--- config.mk ---
export PLATFORM = sky130hd
export DESIGN_NAME = dcc_packet_bit_encoder
export DESIGN_NICKNAME = d
export VERILOG_FILES = /design/src/rtl/core/dcc_pkg.sv /design/src/rtl/core/dcc_packet_bit_encoder.sv
export SDC_FILE = /design/constraint.sdc
export NUM_CORES = 1
export LEC_CHECK = 0
export BUFFER_PORTS_ARGS = -buffer_cell sky130_fd_sc_hd__buf_2
export CORE_AREA = 2 2 127 98
export DETAILED_ROUTE_END_ITERATION = 12
export DIE_AREA = 0 0 129 100
export PLACE_DENSITY = 0.77
export SLEW_MARGIN = 20
export SYNTH_ARGS = -nofsm -noshare
export SYNTH_HDL_FRONTEND = slang
export SYNTH_SLANG_ARGS = --single-unit
export TNS_END_PERCENT = 5
--- constraint.sdc ---
create_clock -name i_clk -period 5.04 [get_ports i_clk]
set_input_delay 0.252 -clock i_clk [delete_from_list [all_inputs] [get_ports i_clk]]
set_output_delay 0.252 -clock i_clk [all_outputs]
set_load 0.02 [all_outputs]
--- src/rtl/core/dcc_pkg.sv ---
// Shared types, constants and the sequencer microprogram for the DCC bit encoder.
package dcc_pkg;

    localparam int US_W     = 10;
    localparam int TICK_W   = 16;
    localparam int STEP_W   = 4;
    localparam int PRE_W    = 5;
    localparam int BITCNT_W = 4;
    localparam int CFG_IDX_W = 3;

    // configuration register indexes
    localparam logic [CFG_IDX_W-1:0] CFG_ONE_BIT     = 3'd0;
    localparam logic [CFG_IDX_W-1:0] CFG_ZERO_BIT    = 3'd1;
    localparam logic [CFG_IDX_W-1:0] CFG_ZERO_HIGH   = 3'd2;
    localparam logic [CFG_IDX_W-1:0] CFG_S1_PERIOD   = 3'd3;
    localparam logic [CFG_IDX_W-1:0] CFG_S1_HIGH     = 3'd4;
    localparam logic [CFG_IDX_W-1:0] CFG_S2_PERIOD   = 3'd5;
    localparam logic [CFG_IDX_W-1:0] CFG_S2_HIGH     = 3'd6;
    localparam logic [CFG_IDX_W-1:0] CFG_PREAMBLE    = 3'd7;

    // register reset values
    localparam logic [US_W-1:0]  RST_ONE_BIT   = 10'd116;
    localparam logic [US_W-1:0]  RST_ZERO_BIT  = 10'd200;
    localparam logic [US_W-1:0]  RST_ZERO_HIGH = 10'd100;
    localparam logic [US_W-1:0]  RST_S1_PERIOD = 10'd200;
    localparam logic [US_W-1:0]  RST_S1_HIGH   = 10'd100;
    localparam logic [US_W-1:0]  RST_S2_PERIOD = 10'd200;
    localparam logic [US_W-1:0]  RST_S2_HIGH   = 10'd100;
    localparam logic [PRE_W-1:0] RST_PREAMBLE  = 5'd18;

    localparam logic [PRE_W-1:0]    MAX_PREAMBLE = 5'd30;
    localparam logic [BITCNT_W-1:0] BYTE_BITS    = 4'd8;

    // packet modes
    localparam logic [1:0] FUNC_PREAMBLE = 2'd0;
    localparam logic [1:0] FUNC_BYTES    = 2'd1;
    localparam logic [1:0] FUNC_STRETCH1 = 2'd2;
    localparam logic [1:0] FUNC_STRETCH2 = 2'd3;

    // microprogram step addresses
    localparam logic [STEP_W-1:0] ST_WAIT    = 4'd0;
    localparam logic [STEP_W-1:0] ST_CHK_PRE = 4'd1;
    localparam logic [STEP_W-1:0] ST_CHK_CNT = 4'd2;
    localparam logic [STEP_W-1:0] ST_PRE     = 4'd3;
    localparam logic [STEP_W-1:0] ST_START   = 4'd4;
    localparam logic [STEP_W-1:0] ST_CHK_STR = 4'd5;
    localparam logic [STEP_W-1:0] ST_STR1    = 4'd6;
    localparam logic [STEP_W-1:0] ST_STR2    = 4'd7;
    localparam logic [STEP_W-1:0] ST_DATA    = 4'd8;
    localparam logic [STEP_W-1:0] ST_SEP     = 4'd9;

    // what a step puts out
    typedef enum logic [2:0] {
        E_NONE,
        E_ONE,
        E_ZERO,
        E_S1,
        E_S2,
        E_DATA,
        E_SEP
    } t_emit;

    // jump conditions; a taken jump loads the target, else the step advances
    typedef enum logic [2:0] {
        C_NEVER,
        C_ALWAYS,
        C_NO_INPUT,
        C_NO_PRE,
        C_CNT_ZERO,
        C_CNT_MORE,
        C_NOT_STRETCH,
        C_NOT_MODE3
    } t_cond;

    typedef struct packed {
        t_emit             emit;
        t_cond             cond;
        logic [STEP_W-1:0] target;
        logic              shift;    // drop the sent data bit
        logic              dec_pre;  // count one preamble bit
        logic              loop;     // data loop: jump back while bits remain
    } t_uword;

    // microprogram ROM
    function automatic t_uword ucode(input logic [STEP_W-1:0] step);
        t_uword w;
        w = '{emit: E_NONE, cond: C_ALWAYS, target: ST_WAIT,
              shift: 1'b0, dec_pre: 1'b0, loop: 1'b0};
        case (step)
            ST_WAIT: begin
                w.cond = C_NO_INPUT; w.target = ST_WAIT;
            end
            ST_CHK_PRE: begin
                w.cond = C_NO_PRE; w.target = ST_CHK_STR;
            end
            ST_CHK_CNT: begin
                w.cond = C_CNT_ZERO; w.target = ST_START;
            end
            ST_PRE: begin
                w.emit = E_ONE; w.dec_pre = 1'b1;
                w.cond = C_CNT_MORE; w.target = ST_PRE;
            end
            ST_START: begin
                w.emit = E_ZERO; w.cond = C_NEVER;
            end
            ST_CHK_STR: begin
                w.cond = C_NOT_STRETCH; w.target = ST_DATA;
            end
            ST_STR1: begin
                w.emit = E_S1; w.shift = 1'b1;
                w.cond = C_NOT_MODE3; w.target = ST_DATA;
            end
            ST_STR2: begin
                w.emit = E_S2; w.shift = 1'b1; w.cond = C_NEVER;
            end
            ST_DATA: begin
                w.emit = E_DATA; w.shift = 1'b1; w.loop = 1'b1;
                w.cond = C_NEVER; w.target = ST_DATA;
            end
            ST_SEP: begin
                w.emit = E_SEP; w.cond = C_ALWAYS; w.target = ST_WAIT;
            end
            default: begin
                w.cond = C_ALWAYS; w.target = ST_WAIT;
            end
        endcase
        return w;
    endfunction

endpackage

--- src/rtl/core/dcc_packet_bit_encoder.sv ---
// DCC packet bit encoder: microcoded expansion of packet bytes into timed bit patterns.
//
//  channel | direction | handshake                 | payload
//  --------+-----------+---------------------------+-----------------------------------------
//  in      | input     | i_in_valid / o_in_ready   | i_func, i_data_byte, i_first_of_packet,
//          |           |                           | i_last_of_packet
//  out     | output    | o_out_valid / i_out_ready | o_period_ticks, o_high_ticks, o_is_last
//  cfg     | input     | i_cfg_wr_en               | i_cfg_addr, i_cfg_data
//
//  One microprogram step runs per cycle. A step that emits a bit pattern waits while the
//  output register is full and not being taken. An item takes one accept step plus one
//  step per bit pattern plus two or three decision steps, and a packet opener sends up
//  to 30 preamble bits. The sequencer walks one item at a time; the next item is taken
//  once the previous separator has been loaded.
//  Reset (synchronous, active low) returns the step counter to the wait step, empties
//  the output register and loads the register defaults.
module dcc_packet_bit_encoder #(
    parameter int TICKS_PER_US = 16
) (
    input  logic        i_clk,
    input  logic        i_rst_n,

    input  logic        i_in_valid,
    output logic        o_in_ready,
    input  logic [1:0]  i_func,
    input  logic [7:0]  i_data_byte,
    input  logic        i_first_of_packet,
    input  logic        i_last_of_packet,

    output logic        o_out_valid,
    input  logic        i_out_ready,
    output logic [15:0] o_period_ticks,
    output logic [15:0] o_high_ticks,
    output logic        o_is_last,

    input  logic        i_cfg_wr_en,
    input  logic [2:0]  i_cfg_addr,
    input  logic [9:0]  i_cfg_data
);

    // product width: microseconds times ticks, never narrower than a saturation test needs
    localparam int MUL_W  = dcc_pkg::US_W + $clog2(TICKS_PER_US + 1);
    localparam int PROD_W = (MUL_W > dcc_pkg::TICK_W + 1) ? MUL_W : dcc_pkg::TICK_W + 1;
    localparam logic [PROD_W-1:0] TICK_MAX = PROD_W'({dcc_pkg::TICK_W{1'b1}});
    localparam logic [PROD_W-1:0] TPU      = PROD_W'(TICKS_PER_US);

    // pattern kinds after resolving data and separator emits
    typedef enum logic [1:0] {
        P_ONE,
        P_ZERO,
        P_S1,
        P_S2
    } t_pat;

    // configuration registers
    logic [dcc_pkg::US_W-1:0]  r_one_bit_us;
    logic [dcc_pkg::US_W-1:0]  r_zero_bit_us;
    logic [dcc_pkg::US_W-1:0]  r_zero_high_us;
    logic [dcc_pkg::US_W-1:0]  r_s1_period_us;
    logic [dcc_pkg::US_W-1:0]  r_s1_high_us;
    logic [dcc_pkg::US_W-1:0]  r_s2_period_us;
    logic [dcc_pkg::US_W-1:0]  r_s2_high_us;
    logic [dcc_pkg::PRE_W-1:0] r_preamble_bits;

    // sequencer and item state
    logic [dcc_pkg::STEP_W-1:0]   r_step;
    logic [dcc_pkg::STEP_W-1:0]   n_step;
    logic [1:0]                   r_func;
    logic [7:0]                   r_byte;
    logic                         r_first;
    logic                         r_last;
    logic [dcc_pkg::PRE_W-1:0]    r_pre_cnt;
    logic [dcc_pkg::BITCNT_W-1:0] r_bits;

    // output register
    logic        r_out_valid;
    logic [15:0] r_period;
    logic [15:0] r_high;
    logic        r_is_last;

    dcc_pkg::t_uword uw;
    t_pat            pat;
    logic            in_xfer;
    logic            out_free;
    logic            emits;
    logic            go;
    logic            take;
    logic            stretch;
    logic [dcc_pkg::US_W-1:0]  per_us;
    logic [dcc_pkg::US_W-1:0]  hi_us;
    logic [PROD_W-1:0]         per_prod;
    logic [PROD_W-1:0]         hi_prod;
    logic [15:0]               per_sat;
    logic [15:0]               hi_sat;
    logic [15:0]               n_period;
    logic [15:0]               n_high;
    logic                      n_is_last;
    logic [dcc_pkg::PRE_W-1:0] pre_load;

    assign uw       = dcc_pkg::ucode(r_step);
    assign o_in_ready = (r_step == dcc_pkg::ST_WAIT);
    assign in_xfer  = i_in_valid && o_in_ready;
    assign out_free = !r_out_valid || i_out_ready;
    assign emits    = (uw.emit != dcc_pkg::E_NONE);
    // hold the step while its pattern cannot be loaded
    assign go       = !emits || out_free;
    assign stretch  = r_func[1];

    // clamp the preamble count to the supported maximum
    assign pre_load = (r_preamble_bits > dcc_pkg::MAX_PREAMBLE) ? dcc_pkg::MAX_PREAMBLE
                                                                : r_preamble_bits;

    // resolve the emit code to a pattern kind
    always_comb begin
        case (uw.emit)
            dcc_pkg::E_ONE:  pat = P_ONE;
            dcc_pkg::E_ZERO: pat = P_ZERO;
            dcc_pkg::E_S1:   pat = P_S1;
            dcc_pkg::E_S2:   pat = P_S2;
            dcc_pkg::E_DATA: pat = r_byte[0] ? P_ONE : P_ZERO;
            dcc_pkg::E_SEP:  pat = stretch ? P_S1 : P_ZERO;
            default:         pat = P_ZERO;
        endcase
    end

    // pick the configured times for the pattern
    always_comb begin
        case (pat)
            P_ONE:   begin per_us = r_one_bit_us;   hi_us = r_one_bit_us;   end
            P_ZERO:  begin per_us = r_zero_bit_us;  hi_us = r_zero_high_us; end
            P_S1:    begin per_us = r_s1_period_us; hi_us = r_s1_high_us;   end
            P_S2:    begin per_us = r_s2_period_us; hi_us = r_s2_high_us;   end
            default: begin per_us = r_zero_bit_us;  hi_us = r_zero_high_us; end
        endcase
    end

    // scale to ticks and saturate at the 16-bit limit
    assign per_prod = PROD_W'(per_us) * TPU;
    assign hi_prod  = PROD_W'(hi_us) * TPU;
    assign per_sat  = (per_prod > TICK_MAX) ? 16'hFFFF : per_prod[15:0];
    assign hi_sat   = (hi_prod > TICK_MAX) ? 16'hFFFF : hi_prod[15:0];

    // a one bit is high for half its saturated period
    assign n_period  = per_sat;
    assign n_high    = (pat == P_ONE) ? {1'b0, per_sat[15:1]} : hi_sat;
    assign n_is_last = (uw.emit == dcc_pkg::E_SEP) && r_last;

    // evaluate the step's jump condition
    always_comb begin
        case (uw.cond)
            dcc_pkg::C_NEVER:       take = 1'b0;
            dcc_pkg::C_ALWAYS:      take = 1'b1;
            dcc_pkg::C_NO_INPUT:    take = !in_xfer;
            dcc_pkg::C_NO_PRE:      take = !((r_func == dcc_pkg::FUNC_PREAMBLE) && r_first);
            dcc_pkg::C_CNT_ZERO:    take = (r_pre_cnt == '0);
            dcc_pkg::C_CNT_MORE:    take = (r_pre_cnt > dcc_pkg::PRE_W'(1));
            dcc_pkg::C_NOT_STRETCH: take = !stretch;
            dcc_pkg::C_NOT_MODE3:   take = (r_func != dcc_pkg::FUNC_STRETCH2);
            default:                take = 1'b0;
        endcase
        // the data step loops while more than the current bit is left
        if (uw.loop) begin
            take = (r_bits > dcc_pkg::BITCNT_W'(1));
        end
        n_step = take ? uw.target : r_step + dcc_pkg::STEP_W'(1);
    end

    always_ff @(posedge i_clk) begin
        if (!i_rst_n) begin
            r_step          <= dcc_pkg::ST_WAIT;
            r_out_valid     <= 1'b0;
            r_one_bit_us    <= dcc_pkg::RST_ONE_BIT;
            r_zero_bit_us   <= dcc_pkg::RST_ZERO_BIT;
            r_zero_high_us  <= dcc_pkg::RST_ZERO_HIGH;
            r_s1_period_us  <= dcc_pkg::RST_S1_PERIOD;
            r_s1_high_us    <= dcc_pkg::RST_S1_HIGH;
            r_s2_period_us  <= dcc_pkg::RST_S2_PERIOD;
            r_s2_high_us    <= dcc_pkg::RST_S2_HIGH;
            r_preamble_bits <= dcc_pkg::RST_PREAMBLE;
        end else begin
            // configuration writes
            if (i_cfg_wr_en) begin
                case (i_cfg_addr)
                    dcc_pkg::CFG_ONE_BIT:   r_one_bit_us    <= i_cfg_data;
                    dcc_pkg::CFG_ZERO_BIT:  r_zero_bit_us   <= i_cfg_data;
                    dcc_pkg::CFG_ZERO_HIGH: r_zero_high_us  <= i_cfg_data;
                    dcc_pkg::CFG_S1_PERIOD: r_s1_period_us  <= i_cfg_data;
                    dcc_pkg::CFG_S1_HIGH:   r_s1_high_us    <= i_cfg_data;
                    dcc_pkg::CFG_S2_PERIOD: r_s2_period_us  <= i_cfg_data;
                    dcc_pkg::CFG_S2_HIGH:   r_s2_high_us    <= i_cfg_data;
                    dcc_pkg::CFG_PREAMBLE:  r_preamble_bits <= i_cfg_data[dcc_pkg::PRE_W-1:0];
                    default: ;
                endcase
            end

            // load a new result, else drop the delivered one
            if (go && emits) begin
                r_out_valid <= 1'b1;
            end else if (i_out_ready) begin
                r_out_valid <= 1'b0;
            end

            // capture a new item
            if (in_xfer) begin
                r_func    <= i_func;
                r_byte    <= i_data_byte;
                r_first   <= i_first_of_packet;
                r_last    <= i_last_of_packet;
                r_pre_cnt <= pre_load;
                r_bits    <= dcc_pkg::BYTE_BITS;
            end

            if (go) begin
                r_step <= n_step;
                if (emits) begin
                    r_period    <= n_period;
                    r_high      <= n_high;
                    r_is_last   <= n_is_last;
                end
                if (uw.shift) begin
                    r_byte <= {1'b0, r_byte[7:1]};
                    r_bits <= r_bits - dcc_pkg::BITCNT_W'(1);
                end
                if (uw.dec_pre) begin
                    r_pre_cnt <= r_pre_cnt - dcc_pkg::PRE_W'(1);
                end
            end
        end
    end

    assign o_out_valid    = r_out_valid;
    assign o_period_ticks = r_period;
    assign o_high_ticks   = r_high;
    assign o_is_last      = r_is_last;

    // an accepted item always moves the sequencer off the wait step
    a_accept_advances: assert property (@(posedge i_clk) disable iff (!i_rst_n)
        in_xfer |=> (r_step == dcc_pkg::ST_CHK_PRE))
        else $error("sequencer did not leave wait step after input transfer");

    // the data loop never runs with its bit count spent
    a_data_bits_left: assert property (@(posedge i_clk) disable iff (!i_rst_n)
        (r_step == dcc_pkg::ST_DATA) |-> (r_bits != '0))
        else $error("data step entered with no bits left");

    // a preamble bit is only sent while the count is nonzero
    a_pre_count_live: assert property (@(posedge i_clk) disable iff (!i_rst_n)
        (r_step == dcc_pkg::ST_PRE) |-> (r_pre_cnt != '0))
        else $error("preamble step entered with empty count");

    // once the separator is loaded the sequencer is back waiting for input
    a_sep_returns: assert property (@(posedge i_clk) disable iff (!i_rst_n)
        ((r_step == dcc_pkg::ST_SEP) && go) |=> (r_step == dcc_pkg::ST_WAIT))
        else $error("separator step did not return to wait");

endmodule

==> qor_table.md <==
| Quantity | Reported | Unit |
| --- | --- | --- |
| Clock-pin slew on the worst setup and hold paths | 0.06 | ns |
| Capturing element type of the critical path | flop | - |
| Critical path startpoint category | flop | - |
| Worst path slowest cell | sky130_fd_sc_hd__nor2_2 | - |
| Sequential share of the synthesized area | 50.5 | % |
| Vias in the first global route | 4671 | - |
| Relative area change from synthesis to final layout | 17.1 | % |
| Cell count after synthesis | 654 | - |
| Detail-routed via count per cell | 5.71 | - |
| Arrival time at the worst endpoint | 3.11 | ns |
| Number of antenna violations at the first check in global routing | 0 | - |
| Synthesized area per cell | 8.76 | µm² |
| Routed WL | 15.2 | mm |
| Critical register-to-register path endpoint | o_period_ticks[9]$_DFFE_PP_ | - |
| Drt drc | 0 | - |
| Setup TNS after final layout | 0 | ns |
| Worst Setup SP | r_step[0]$_SDFFE_PN0N_ | - |
| Total power per unit cell area | 493 | nW/µm² |
| Synthesized cell area | 5730 | µm² |
| Count of port buffers added during placement | 53 | - |
| Floorplan die area | 12900 | µm² |
| FF-to-FF setup slack | 2.21 | ns |
| Cell types occupying the most area after synthesis | sky130_fd_sc_hd__dfxtp_1 28%, sky130_fd_sc_hd__edfxtp_1 23%, sky130_fd_sc_hd__nand2_1 13% | - |
| Category of the critical setup timing path | flop to flop | - |
| Clock root buffer | sky130_fd_sc_hd__clkbuf_16 | - |
| Worst Path Max Fanout | 19 | - |
| Worst Setup EP | o_period_ticks[9]$_DFFE_PP_ | - |
| Number of enable flip-flop cells after synthesis | 43 | - |
| Antenna Nets Post-Route | 0 | - |
| Chip Width | 129 | µm |
| Final count of negative-setup-slack endpoints | 0 | - |
| Fraction of the cycle the final worst path needs | 56.1 | % |
| Most instantiated cells after synthesis | 197 x sky130_fd_sc_hd__nand2_1, 80 x sky130_fd_sc_hd__dfxtp_1, 64 x sky130_fd_sc_hd__a21oi_1 | - |
| Chip height | 100 | µm |
| DRC violation total after the first TritonRoute iteration | 585 | - |
| Min cycle time layout | 2.83 | ns |
| Peak supply drop | 0.000279 | V |
| Primary FF master, synth | sky130_fd_sc_hd__dfxtp_1 | - |
| Worst clock skew | 0.00790 | ns |
| LEAKAGE | 0.00264 | µW |
| Top-level port count | 65 | - |
| Core utilization of the finished layout | 56.6 | % |
| Pin count of the biggest net entering global routing | 56 | - |
| Number of max-cap violations | 0 | - |
| Startpoint of the most critical hold path | i_last_of_packet | - |
| Area share of the largest cell type after synthesis | 27.9 | % |
| RSZ-0062 raised after global routing | no | - |
| Routability cong. | 0.910 | - |
| Hold WC Path Type | input port to flop | - |
| Critical path's largest stage delay | 0.63 | ns |
| FMAX | 0.354 | GHz |
| Ys async rst share | 0 | % |
| Worst-case headroom to the max-slew limit | 29.0 | % |
| Synth Warn # | 0 | - |
| Number of sinks on the clock net | 123 | - |
| Register bit count reported by yosys | 123 | - |
| Iteration count of the initial detailed-routing pass | 5 | - |
| Most frequent cell after synthesis | sky130_fd_sc_hd__nand2_1 | - |
| Distinct cells, synth | 60 | - |
| First-pass GRT wire length | 24.5 | mm |
| CTS tree | done | - |
| Buffer levels on the longest clock path | 2 | - |
| Number of clock buffers inserted by TritonCTS | 17 | - |
| Number of fill cells in the layout | 1015 | - |
| Worst flop-to-flop path startpoint | r_step[0]$_SDFFE_PN0N_ | - |
| Transition at the pin with the smallest max-transition slack | 1.06 | ns |
| Depth of the worst register-to-register path | 9 | - |
| Global route overflow | 0 | - |
| Initial core utilization | 48.3 | % |
| Cell type with the largest total area after synthesis | sky130_fd_sc_hd__dfxtp_1 | - |
| Crit path cell chain | inv_1 -> ha_1 -> o21bai_1 -> mux2_4 -> nor2_4 -> a2bb2oi_4 -> nor2_2 -> a22oi_1 -> nand3_1 | - |
| Clock latency on the worst-skew pair | 0.42 | ns |
| Fraction of final layout cells sized beyond drive strength 1 | 15.4 | % |
| Diodes inserted | 0 | - |
| H-tree depth | 4 | - |
| Worst endpoint required time | 5.32 | ns |
| GR Util All Layers | 24.8 | % |
| Core outline area | 11900 | µm² |
| Outcome | finished clean | - |
| Total number of nets in the final design | 733 | - |
| Pins Over Slew Limit | 0 | - |
| Vias after detailed routing | 4981 | - |
| HPWL reported at the end of detailed placement | 9.78 | mm |
| Wire length per cell after detailed routing | 17.4 | µm |
| Final hold vios | 0 | - |
| Post-CTS setup buffer count | 0 | - |
| Cell Rows | 35 | - |
-- critical path, delay by kind of cell (launching register included) --
family          cells  cell delay, ns
compound gates      3            0.75
fa+ha+maj           1            0.32
buf+inv             1            0.09
flops               1            0.43
mux                 1            0.25
simple gates        3            0.83
-- through the flow --
| stage | power, µW | instances | area (µm²) | worst slack [ns] | hold WS [ns] |
|---|---|---|---|---|---|
| 2_1_floorplan | 1800 | 664 | 5770 | 2.35 | 0.351 |
| 3_3_place_gp | 1940 | 840 | 6030 | 2.35 | 0.429 |
| 3_5_place_dp | 1970 | 840 | 6030 | 2.29 | 0.432 |
| 4_1_cts | 3310 | 873 | 6700 | 2.29 | 0.00165 |
| 5_1_grt | 3470 | 873 | 6710 | 2.09 | 0.00318 |
| 6_report | 3310 | 873 | 6710 | 2.21 | 0.0171 |
-- worst min-delay path by stage --
| stage | slack (ns) | depth (start not counted) | to |
|---|---|---|---|
| after floorplan | 0.35 | 0 | r_first$_DFFE_PP_ |
| after CTS | 0.002 | 1 | r_func[1]$_DFFE_PP_ |
| after detailed placement | 0.43 | 1 | r_first$_DFFE_PP_ |
| after global routing | 0.003 | 1 | r_last$_DFFE_PP_ |
| final | 0.02 | 1 | r_last$_DFFE_PP_ |
| after global placement | 0.43 | 1 | r_func[0]$_DFFE_PP_ |
-- cells in the final DEF (no fill, tap or decap), types with 9 or more instances in the layout --
| cell type | Yosys | layout |
|---|---|---|
| sky130_fd_sc_hd__nand2_1 | 197 | 197 |
| sky130_fd_sc_hd__dfxtp_1 | 80 | 80 |
| sky130_fd_sc_hd__a21oi_1 | 64 | 64 |
| sky130_fd_sc_hd__buf_2 | 10 | 53 |
| sky130_fd_sc_hd__nand3_1 | 46 | 46 |
| sky130_fd_sc_hd__edfxtp_1 | 43 | 43 |
| sky130_fd_sc_hd__nor2_1 | 26 | 25 |
| sky130_fd_sc_hd__a22oi_1 | 21 | 21 |
| sky130_fd_sc_hd__clkbuf_16 | 0 | 18 |
| sky130_fd_sc_hd__o21ai_0 | 15 | 15 |
| sky130_fd_sc_hd__mux2i_1 | 15 | 15 |
| sky130_fd_sc_hd__conb_1 | 1 | 11 |
| sky130_fd_sc_hd__inv_1 | 9 | 9 |
| sky130_fd_sc_hd__ha_1 | 9 | 9 |
-- cell type report --
type | instances | area, µm² | share of cell area, %
repair buffers | 57 | 298 | 4.44
well taps | 166 | 208 | 3.09
clock inverters | 12 | 184 | 2.74
multi-input cells | 485 | 2620 | 39.0
inverters | 10 | 37.5 | 0.559
clock buffers | 20 | 478 | 7.12
flip-flops and latches | 123 | 2890 | 43.1
-- logic make-up (layout without fill, tap and decap cells) --
group | Yosys count | in the layout | share of synthesized area [%]
and+or+nand+nor | 315 | 315 | 24.5
muxes | 18 | 18 | 3.27
AOI/OAI and AO/OA | 131 | 131 | 14.7
adders and majority gates | 9 | 9 | 1.96
xor gates and xnor gates | 1 | 1 | 0.153
other | 1 | 11 | 0.0654
buffers and inverters | 56 | 99 | 4.87
DFF | 123 | 123 | 50.5
-- state kept, by name, indices dropped and copies added (netlist names), 8 cells and up --
| signal | count |
|---|---|
| r_zero_high_us | 10 |
| r_zero_bit_us | 10 |
| r_byte | 8 |
| r_s1_period_us | 10 |
| r_s2_period_us | 10 |
| r_one_bit_us | 10 |
| o_high_ticks | 11 |
| r_s2_high_us | 10 |
| o_period_ticks | 10 |
| r_s1_high_us | 10 |
-- timing repair --
action / 4_1_cts / 5_1_grt
setup endpoints to repair: 0 / 0
hold buffers: 1 / 0
resized for setup: 0 / 0
endpoints found under the hold margin: 1 / 0
-- power by group --
part	switching (µW)	total (µW)	internal [µW]	leakage, µW
registers	80.1	1250	1170	0.00105
logic	452	715	263	0.00127
clock network	459	1350	888	0.000318
-- metal layers --
layer / up-vias / part of all wire, % / GRT usage [%]
met4: 0 / 1.9 / 8.03
met3: 25 / 10 / 7.52
li1: 2329 / - / -
met2: 266 / 43 / 35.9
met5: - / 0 / 0
met1: 2361 / 45 / 35.7
Note: power is estimated with default switching activity, not from simulation.
